File: src/rtl/core/olad_pkg.sv
// Shared types and constants for the ordered list block.
// Depends on nothing; imported by olad_store and ordered_list_append_delete.
`timescale 1ns / 1ps

package olad_pkg;

   localparam int CAPACITY = 64;
   localparam int ADDR_W   = (CAPACITY > 1) ? $clog2(CAPACITY) : 1;
   localparam int CNT_W    = $clog2(CAPACITY + 1);
   localparam int DATA_W   = 32;

   typedef enum logic [1:0] {
      OP_APPEND  = 2'd0,
      OP_DISPLAY = 2'd1,
      OP_DELETE  = 2'd2
   } op_type;

   typedef enum logic [2:0] {
      ST_ADDED    = 3'd0,
      ST_FULL     = 3'd1,
      ST_DELETED  = 3'd2,
      ST_NOTFOUND = 3'd3,
      ST_EMPTY    = 3'd4,
      ST_LISTED   = 3'd5
   } status_type;

   typedef enum logic [1:0] {
      S_IDLE,
      S_LIST,
      S_DEL,
      S_REPLY
   } state_type;

   typedef struct packed {
      logic              wr_en;
      logic [ADDR_W-1:0] wr_addr;
      logic [DATA_W-1:0] wr_data;
      logic              rd_en;
      logic [ADDR_W-1:0] rd_addr;
   } mem_req_type;

endpackage

File: src/rtl/core/olad_store.sv
// Element memory: one write port, one read port, registered read data.
// Depends on olad_pkg for widths and the request struct.
`timescale 1ns / 1ps

module olad_store
   import olad_pkg::*;
(
   input  logic              clock,
   input  mem_req_type       mem_req,
   output logic [DATA_W-1:0] rd_data
);

   logic [DATA_W-1:0] mem [CAPACITY];
   logic [DATA_W-1:0] rd_data_ff;

   always_ff @(posedge clock) begin
      if (mem_req.wr_en) begin
         mem[mem_req.wr_addr] <= mem_req.wr_data;
      end
   end

   // hold read data until the next read
   always_ff @(posedge clock) begin
      if (mem_req.rd_en) begin
         rd_data_ff <= mem[mem_req.rd_addr];
      end
   end

   assign rd_data = rd_data_ff;

endmodule

File: src/rtl/core/ordered_list_append_delete.sv
// Top level of the ordered list block: control, length and result register.
// Depends on olad_pkg and olad_store.
`timescale 1ns / 1ps

// Ordered list of signed 32-bit values, head at memory entry 0, up to CAPACITY
// entries. One request is worked at a time. Append writes the entry at the
// accept edge and moves to the reply state, which loads the reply into the
// result register once that register is free. Display issues one memory read
// per cycle and streams one element per cycle while the sink keeps rsp_tready
// high. Delete walks the whole list once, one read per cycle, whether or not a
// match exists, and moves every entry behind the match down by one as it
// passes (read entry k, write entry k-1). The single read port of the element
// memory sets these rates. The memory is not cleared after reset; only entries
// below the current length are ever read. A new request is taken even while
// the last result still waits in the result register.

module ordered_list_append_delete
   import olad_pkg::*;
(
   input  logic        clock,
   input  logic        reset,

   input  logic        req_tvalid,
   output logic        req_tready,
   input  logic [31:0] req_tdata,   // [31:0] value
   input  logic [1:0]  req_tuser,   // [1:0] op

   output logic        rsp_tvalid,
   input  logic        rsp_tready,
   output logic [31:0] rsp_tdata,   // [31:0] item
   output logic [2:0]  rsp_tuser,   // [2:0] status
   output logic        rsp_tlast
);

   state_type         state_ff, state_in;
   logic [CNT_W-1:0]  len_ff, len_in;
   logic [CNT_W-1:0]  cnt_ff, cnt_in;          // next entry to read
   logic [ADDR_W-1:0] rd_idx_ff, rd_idx_in;    // entry held in rd_data
   logic              rd_pending_ff, rd_pending_in;
   logic              found_ff, found_in;
   logic [DATA_W-1:0] val_ff, val_in;
   status_type        rep_status_ff, rep_status_in;
   logic [DATA_W-1:0] rep_item_ff, rep_item_in;

   logic              rsp_valid_ff, rsp_valid_in;
   status_type        rsp_status_ff, rsp_status_in;
   logic [DATA_W-1:0] rsp_item_ff, rsp_item_in;
   logic              rsp_last_ff, rsp_last_in;

   mem_req_type       mem_req;
   logic [DATA_W-1:0] rd_data;

   logic              accept;
   logic              full;
   logic              out_free;
   logic              consume;
   logic              issue;
   logic              match;
   logic              rd_last;

   olad_store u_store (
      .clock   (clock),
      .mem_req (mem_req),
      .rd_data (rd_data)
   );

   // ---------------------------------------------------------------------
   // Datapath controls and memory port
   // ---------------------------------------------------------------------
   always_comb begin
      req_tready = (state_ff == S_IDLE);
      accept     = req_tvalid && req_tready;
      full       = (len_ff == CNT_W'(CAPACITY));
      out_free   = !rsp_valid_ff || rsp_tready;
      match      = (rd_data == val_ff);
      rd_last    = ((CNT_W'(rd_idx_ff) + CNT_W'(1)) == len_ff);

      // take the returned element: display waits for room in the result
      // register, delete takes it every cycle
      case (state_ff)
         S_LIST:  consume = rd_pending_ff && out_free;
         S_DEL:   consume = rd_pending_ff;
         default: consume = 1'b0;
      endcase

      // read the next entry once the data register frees up
      issue = ((state_ff == S_LIST) || (state_ff == S_DEL)) &&
              (cnt_ff < len_ff) && (!rd_pending_ff || consume);

      mem_req.rd_en   = issue;
      mem_req.rd_addr = cnt_ff[ADDR_W-1:0];

      mem_req.wr_en   = 1'b0;
      mem_req.wr_addr = len_ff[ADDR_W-1:0];
      mem_req.wr_data = req_tdata;
      if (accept && (op_type'(req_tuser) == OP_APPEND) && !full) begin
         // store at the tail
         mem_req.wr_en = 1'b1;
      end else if ((state_ff == S_DEL) && consume && found_ff) begin
         // close the gap: move this entry down by one
         mem_req.wr_en   = 1'b1;
         mem_req.wr_addr = rd_idx_ff - ADDR_W'(1);
         mem_req.wr_data = rd_data;
      end
   end

   // ---------------------------------------------------------------------
   // Next state
   // ---------------------------------------------------------------------
   always_comb begin
      state_in      = state_ff;
      len_in        = len_ff;
      cnt_in        = cnt_ff;
      rd_idx_in     = rd_idx_ff;
      rd_pending_in = rd_pending_ff;
      found_in      = found_ff;
      val_in        = val_ff;
      rep_status_in = rep_status_ff;
      rep_item_in   = rep_item_ff;

      case (state_ff)
         S_IDLE: begin
            if (accept) begin
               val_in        = req_tdata;
               rep_item_in   = req_tdata;
               cnt_in        = '0;
               rd_pending_in = 1'b0;
               found_in      = 1'b0;
               case (op_type'(req_tuser))
                  OP_APPEND: begin
                     if (full) begin
                        rep_status_in = ST_FULL;
                     end else begin
                        rep_status_in = ST_ADDED;
                        len_in        = len_ff + CNT_W'(1);
                     end
                     state_in = S_REPLY;
                  end
                  OP_DISPLAY: begin
                     if (len_ff == '0) begin
                        rep_status_in = ST_EMPTY;
                        rep_item_in   = '0;
                        state_in      = S_REPLY;
                     end else begin
                        state_in = S_LIST;
                     end
                  end
                  OP_DELETE: begin
                     if (len_ff == '0) begin
                        rep_status_in = ST_NOTFOUND;
                        state_in      = S_REPLY;
                     end else begin
                        state_in = S_DEL;
                     end
                  end
                  default: begin
                     // unused op code: drop it
                     state_in = S_IDLE;
                  end
               endcase
            end
         end
         S_LIST: begin
            if (issue) begin
               cnt_in    = cnt_ff + CNT_W'(1);
               rd_idx_in = cnt_ff[ADDR_W-1:0];
            end
            rd_pending_in = issue || (rd_pending_ff && !consume);
            if (consume && rd_last) begin
               state_in = S_IDLE;
            end
         end
         S_DEL: begin
            if (issue) begin
               cnt_in    = cnt_ff + CNT_W'(1);
               rd_idx_in = cnt_ff[ADDR_W-1:0];
            end
            rd_pending_in = issue || (rd_pending_ff && !consume);
            if (consume) begin
               if (!found_ff && match) begin
                  found_in = 1'b1;
               end
               if (rd_last) begin
                  rep_item_in = val_ff;
                  if (found_ff || match) begin
                     rep_status_in = ST_DELETED;
                     len_in        = len_ff - CNT_W'(1);
                  end else begin
                     rep_status_in = ST_NOTFOUND;
                  end
                  state_in = S_REPLY;
               end
            end
         end
         S_REPLY: begin
            if (out_free) begin
               state_in = S_IDLE;
            end
         end
         default: begin
            state_in = S_IDLE;
         end
      endcase
   end

   // ---------------------------------------------------------------------
   // Result register: parts the sink from the list walk
   // ---------------------------------------------------------------------
   always_comb begin
      rsp_valid_in  = rsp_valid_ff;
      rsp_status_in = rsp_status_ff;
      rsp_item_in   = rsp_item_ff;
      rsp_last_in   = rsp_last_ff;

      if ((state_ff == S_REPLY) && out_free) begin
         rsp_valid_in  = 1'b1;
         rsp_status_in = rep_status_ff;
         rsp_item_in   = rep_item_ff;
         rsp_last_in   = 1'b1;
      end else if ((state_ff == S_LIST) && consume) begin
         rsp_valid_in  = 1'b1;
         rsp_status_in = ST_LISTED;
         rsp_item_in   = rd_data;
         rsp_last_in   = rd_last;
      end else if (rsp_tready) begin
         rsp_valid_in = 1'b0;
      end
   end

   always_ff @(posedge clock) begin
      if (reset) begin
         state_ff      <= S_IDLE;
         len_ff        <= '0;
         rd_pending_ff <= 1'b0;
         rsp_valid_ff  <= 1'b0;
      end else begin
         state_ff      <= state_in;
         len_ff        <= len_in;
         rd_pending_ff <= rd_pending_in;
         rsp_valid_ff  <= rsp_valid_in;
      end
   end

   always_ff @(posedge clock) begin
      cnt_ff        <= cnt_in;
      rd_idx_ff     <= rd_idx_in;
      found_ff      <= found_in;
      val_ff        <= val_in;
      rep_status_ff <= rep_status_in;
      rep_item_ff   <= rep_item_in;
      rsp_status_ff <= rsp_status_in;
      rsp_item_ff   <= rsp_item_in;
      rsp_last_ff   <= rsp_last_in;
   end

   assign rsp_tvalid = rsp_valid_ff;
   assign rsp_tdata  = rsp_item_ff;
   assign rsp_tuser  = rsp_status_ff;
   assign rsp_tlast  = rsp_last_ff;

`ifndef SYNTHESIS
   a_len_bound: assert property (@(posedge clock) disable iff (reset)
      len_ff <= CNT_W'(CAPACITY))
      else $error("list length above capacity");

   a_shift_below_len: assert property (@(posedge clock) disable iff (reset)
      (mem_req.wr_en && (state_ff == S_DEL)) |-> (CNT_W'(mem_req.wr_addr) < len_ff))
      else $error("delete shift writes beyond the list");

   a_pending_in_walk: assert property (@(posedge clock) disable iff (reset)
      rd_pending_ff |-> ((state_ff == S_LIST) || (state_ff == S_DEL)))
      else $error("read data pending outside a list walk");
`endif

endmodule

File: config.mk
export PLATFORM = sky130hd
export DESIGN_NAME = ordered_list_append_delete
export DESIGN_NICKNAME = d
export VERILOG_FILES = /design/src/rtl/core/olad_pkg.sv /design/src/rtl/core/olad_store.sv /design/src/rtl/core/ordered_list_append_delete.sv
export SDC_FILE = /design/constraint.sdc
export NUM_CORES = 2
export LEC_CHECK = 0
export BUFFER_PORTS_ARGS = -buffer_cell sky130_fd_sc_hd__buf_2
export CORE_UTILIZATION = 55
export CTS_CLUSTER_SIZE = 8
export DETAILED_ROUTE_END_ITERATION = 8
export GPL_TIMING_DRIVEN = 0
export PLACE_DENSITY = 0.68
export SETUP_SLACK_MARGIN = 0.5
export SKIP_LAST_GASP = 1
export SLEW_MARGIN = 20
export SYNTH_ARGS = -nofsm -noshare
export SYNTH_HDL_FRONTEND = slang
export SYNTH_SLANG_ARGS = --single-unit
File: constraint.sdc
create_clock -name clock -period 6.4 [get_ports clock]
set_input_delay 1.92 -clock clock [delete_from_list [all_inputs] [get_ports clock]]
set_output_delay 1.92 -clock clock [all_outputs]
set_load 0.02 [all_outputs]
==> results.sh <==
export IMPL_run_status="completed"
export IMPL_min_period_ns=4.60
export IMPL_overall_global_routing_resource_usage=0.319
export IMPL_synthesis_area_mm2=0.0863
export IMPL_clock_transition_at_the_registers_of_the_reported_paths_ns=0.05
export IMPL_totalNegativeSetupSlack_ns=0
export IMPL_path_common_cell="sky130_fd_sc_hd__mux4_2"
export IMPL_power_internal_mw=31.2
export IMPL_cap_viol_max_count=0
export IMPL_power_leakage_nw=32.3
export IMPL_post_layout_total_power_mw=45.1
export IMPL_largest_net_degree_at_the_start_of_global_routing=65
export IMPL_place_gp_congestion=0.937
export IMPL_synthesis_yosys_warnings=0
export IMPL_critical_path_class="reg2reg"
export IMPL_final_setup_violations=0
export IMPL_fill_cells=9583
export IMPL_setup_repair_after_global_routing_missed_its_margin="false"
export IMPL_start_util=0.557
export IMPL_irDropWorstVdd_mv=0.349
export IMPL_cts_hold_buffers_added=0
export IMPL_total_count_of_hold_check_failures_in_the_final_report=0
export IMPL_slowest_stage="sky130_fd_sc_hd__clkbuf_1"
export IMPL_cts_setup_buffers=0
export IMPL_antenna_found_initial=9
export IMPL_synthesized_nets=3898
export IMPL_vias_in_the_first_global_route=44900
export IMPL_initialDrtViolationCount=7036
export IMPL_io_pins=76
export IMPL_aggregate_global_routing_overflow=0
export IMPL_sequence_of_cells_on_the_critical_path="buf_2 > buf_1 > clkbuf_1 > mux4_2 > mux4_2 > mux2i_1 > a21oi_1"
export IMPL_arrival_ns=5.20
export IMPL_slew_limit_headroom=0.156
export IMPL_timing_final_max_slew_violations=0
export IMPL_number_of_iterations_in_the_first_detailed_routing_pass=6
export IMPL_cts_repair_resize_count=0
export IMPL_die_width_um=398
export IMPL_power_net_switching_mw=13.9
export IMPL_p_comb_frac=0.293
export IMPL_worst_skew_pair_late_latency_ns=0.91
export IMPL_synth_lib_cells_used_distinct=61
export IMPL_timing_hold_worst_class="reg2reg"
export IMPL_critical_path_max_stage_delay_ns=0.97
export IMPL_worst_pin_slew_ns=1.27
export IMPL_total_clock_buffers_created_by_cts=326
export IMPL_post_synth_cell_area_avg_um2=22.5
export IMPL_clockRootBuffer="sky130_fd_sc_hd__clkbuf_16"
export IMPL_clock_tree_htree_level_count=5
export IMPL_seq_power_share=0.376
export IMPL_path_max_fanout=10
export IMPL_power_share_of_the_clock_group=0.331
export IMPL_synth_main_ff_cell="sky130_fd_sc_hd__edfxtp_1"
export IMPL_remaining_drcs=0
export IMPL_placeableCoreArea_mm2=0.155
export IMPL_vias=44900
export IMPL_finalClockSkew_ns=0.0480
export IMPL_switching_share_of_power=0.308
export IMPL_postPlaceCellArea_mm2=0.0933
export IMPL_drive_above_1_share=0.333
export IMPL_die_area_mm2=0.158
export IMPL_routedWlPerCell_um=38.4
export IMPL_clock_tree_from_tritoncts="yes"
export IMPL_drtAntennaViolNets=0
export IMPL_floorplan_rows=144
export IMPL_synth_seq_area_share=0.767
export IMPL_async_reset_ff_frac=0
export IMPL_areaGrowthSynthToFinish_pct=18.1
export IMPL_routed_wire_length_um=248000
export IMPL_die_h_um=398
export IMPL_clock_sinks=2208
export IMPL_pwr_density_cell_mw_per_mm2=442
export IMPL_crit_path_end_kind="flop"
export IMPL_synth_edff_count=2196
export IMPL_dp_hpwl_um=162000
export IMPL_synthesis_instances=3837
export IMPL_buffer_ports_inserted=75
export IMPL_final_cell_mix="sky130_fd_sc_hd__edfxtp_1, sky130_fd_sc_hd__mux4_2, sky130_fd_sc_hd__clkbuf_16"
export IMPL_vias_per_cell=6.95
export IMPL_final_area_mm2=0.102
export IMPL_worst_endpoint_required_ns=7.00
export IMPL_final_common_cell="sky130_fd_sc_hd__edfxtp_1"
export IMPL_nNetsFinal=4445
export IMPL_layout_worst_path_cycle_share=0.718
export IMPL_max_freq_mhz=217
export IMPL_crit_path_start_kind="flop"
export IMPL_yosys_register_bits=2208
export IMPL_cts_max_path_buffers=4
export IMPL_first_pass_grt_wire_length_um=345000
worst paths after layout:
| check | start | end | slack, ns | cells after the start |
|---|---|---|---|---|
| hold reg to reg | rsp_tlast | rsp_tlast | 0.47 | 2 |
| setup / recovery | cnt_ff[1] | u_store.rd_data[6] | 1.80 | 7 |
| hold / removal | rsp_tlast | rsp_tlast | 0.47 | 2 |
| setup reg to reg | cnt_ff[1] | u_store.rd_data[6] | 1.80 | 7 |
cell usage after synthesis (9+ instances only):
| master | n | area, um2 |
|---|---|---|
| sky130_fd_sc_hd__a211oi_1 | 39 | 293 |
| sky130_fd_sc_hd__a21oi_1 | 55 | 275 |
| sky130_fd_sc_hd__a31oi_1 | 9 | 56.3 |
| sky130_fd_sc_hd__and2_1 | 9 | 56.3 |
| sky130_fd_sc_hd__buf_1 | 22 | 82.6 |
| sky130_fd_sc_hd__buf_2 | 75 | 375 |
| sky130_fd_sc_hd__buf_4 | 20 | 150 |
| sky130_fd_sc_hd__buf_6 | 9 | 101 |
| sky130_fd_sc_hd__clkbuf_1 | 80 | 300 |
| sky130_fd_sc_hd__dfxtp_1 | 12 | 240 |
| sky130_fd_sc_hd__edfxtp_1 | 2196 | 65900 |
| sky130_fd_sc_hd__ha_1 | 22 | 275 |
| sky130_fd_sc_hd__inv_1 | 21 | 78.8 |
| sky130_fd_sc_hd__mux2_2 | 36 | 405 |
| sky130_fd_sc_hd__mux2i_1 | 38 | 380 |
| sky130_fd_sc_hd__mux4_2 | 634 | 14300 |
| sky130_fd_sc_hd__nand2_1 | 184 | 691 |
| sky130_fd_sc_hd__nand3_1 | 18 | 90.1 |
| sky130_fd_sc_hd__nor2_1 | 93 | 349 |
| sky130_fd_sc_hd__nor2b_1 | 45 | 282 |
| sky130_fd_sc_hd__nor3_1 | 22 | 110 |
| sky130_fd_sc_hd__nor4_1 | 15 | 93.8 |
| sky130_fd_sc_hd__o21ai_0 | 47 | 235 |
| sky130_fd_sc_hd__xnor2_1 | 10 | 87.6 |
| sky130_fd_sc_hd__xor2_1 | 38 | 333 |
area by class of cell:
cell class / count / area [um2] / area share
Antenna cell: 1 / 2.50 / 0.0000246
Buffer: 206 / 1030 / 0.0101
Clock buffer: 360 / 8560 / 0.0840
Clock inverter: 2 / 33.8 / 0.000332
Inverter: 21 / 78.8 / 0.000774
Multi-Input combinational cell: 1402 / 19700 / 0.194
Sequential cell: 2208 / 66200 / 0.650
Tap cell: 2044 / 2560 / 0.0251
Timing Repair Buffer: 219 / 3700 / 0.0363
routing by layer:
metal | track usage | part of all wire | up-vias
li1 | - | - | 17200
met1 | 0.438 | 0.36 | 23600
met4 | 0.157 | 0.054 | 8
met3 | 0.0914 | 0.13 | 618
met2 | 0.474 | 0.45 | 3504
met5 | 0 | 0.00076 | -
logic make-up after synthesis:
family	share of synthesized area
muxes	0.175
AOI/OAI and AO/OA	0.0147
and+or+nand+nor	0.0224
DFF	0.767
xor gates and xnor gates	0.00487
adders and majority gates	0.00342
buffers and inverters	0.0126
state kept, by name, summed over array words and instances (netlist names):
signal and flops:
rsp_tdata 32, found_ff 1, rsp_tlast 1, val_ff 32
rd_pending_ff 1, state_ff 2, rsp_tvalid 1, rd_idx_ff 6
u_store.rd_data 32, len_ff 7, rep_item_ff 32, cnt_ff 7
rsp_tuser 3, rep_status_ff 3, u_store.mem 2048
power by group through the flow:
stage | sequential [mW] | clock (mW) | combinational (mW)
after global routing | 17.0 | 15.6 | 13.6
after CTS | 17.0 | 15.0 | 13.0
final | 17.0 | 14.9 | 13.2
after floorplan | 17.1 | 0 | 7.87
after global placement | 17.3 | 0 | 12.6
after detailed placement | 17.2 | 0 | 12.9
worst max-delay path, delay by kind of cell (launching register included):
kind            cells  cell delay, ns
flops               1            0.66
compound gates      1            0.21
mux                 3            1.32
buf+inv             3            2.05
through the flow:
step | hold slack [ns] | setup slack [ns] | std cells | util
floorplan | 0.449 | 0.637 | 3837 | -
global placement | 0.454 | -2.67 | 5956 | 0.576
detailed placement | 0.469 | 1.28 | 6098 | 0.602
CTS | 0.475 | 1.90 | 6460 | 0.657
global route | 0.514 | 1.87 | 6462 | 0.658
finish | 0.470 | 1.80 | 6463 | 0.658
(Power assumes the default switching activity.)
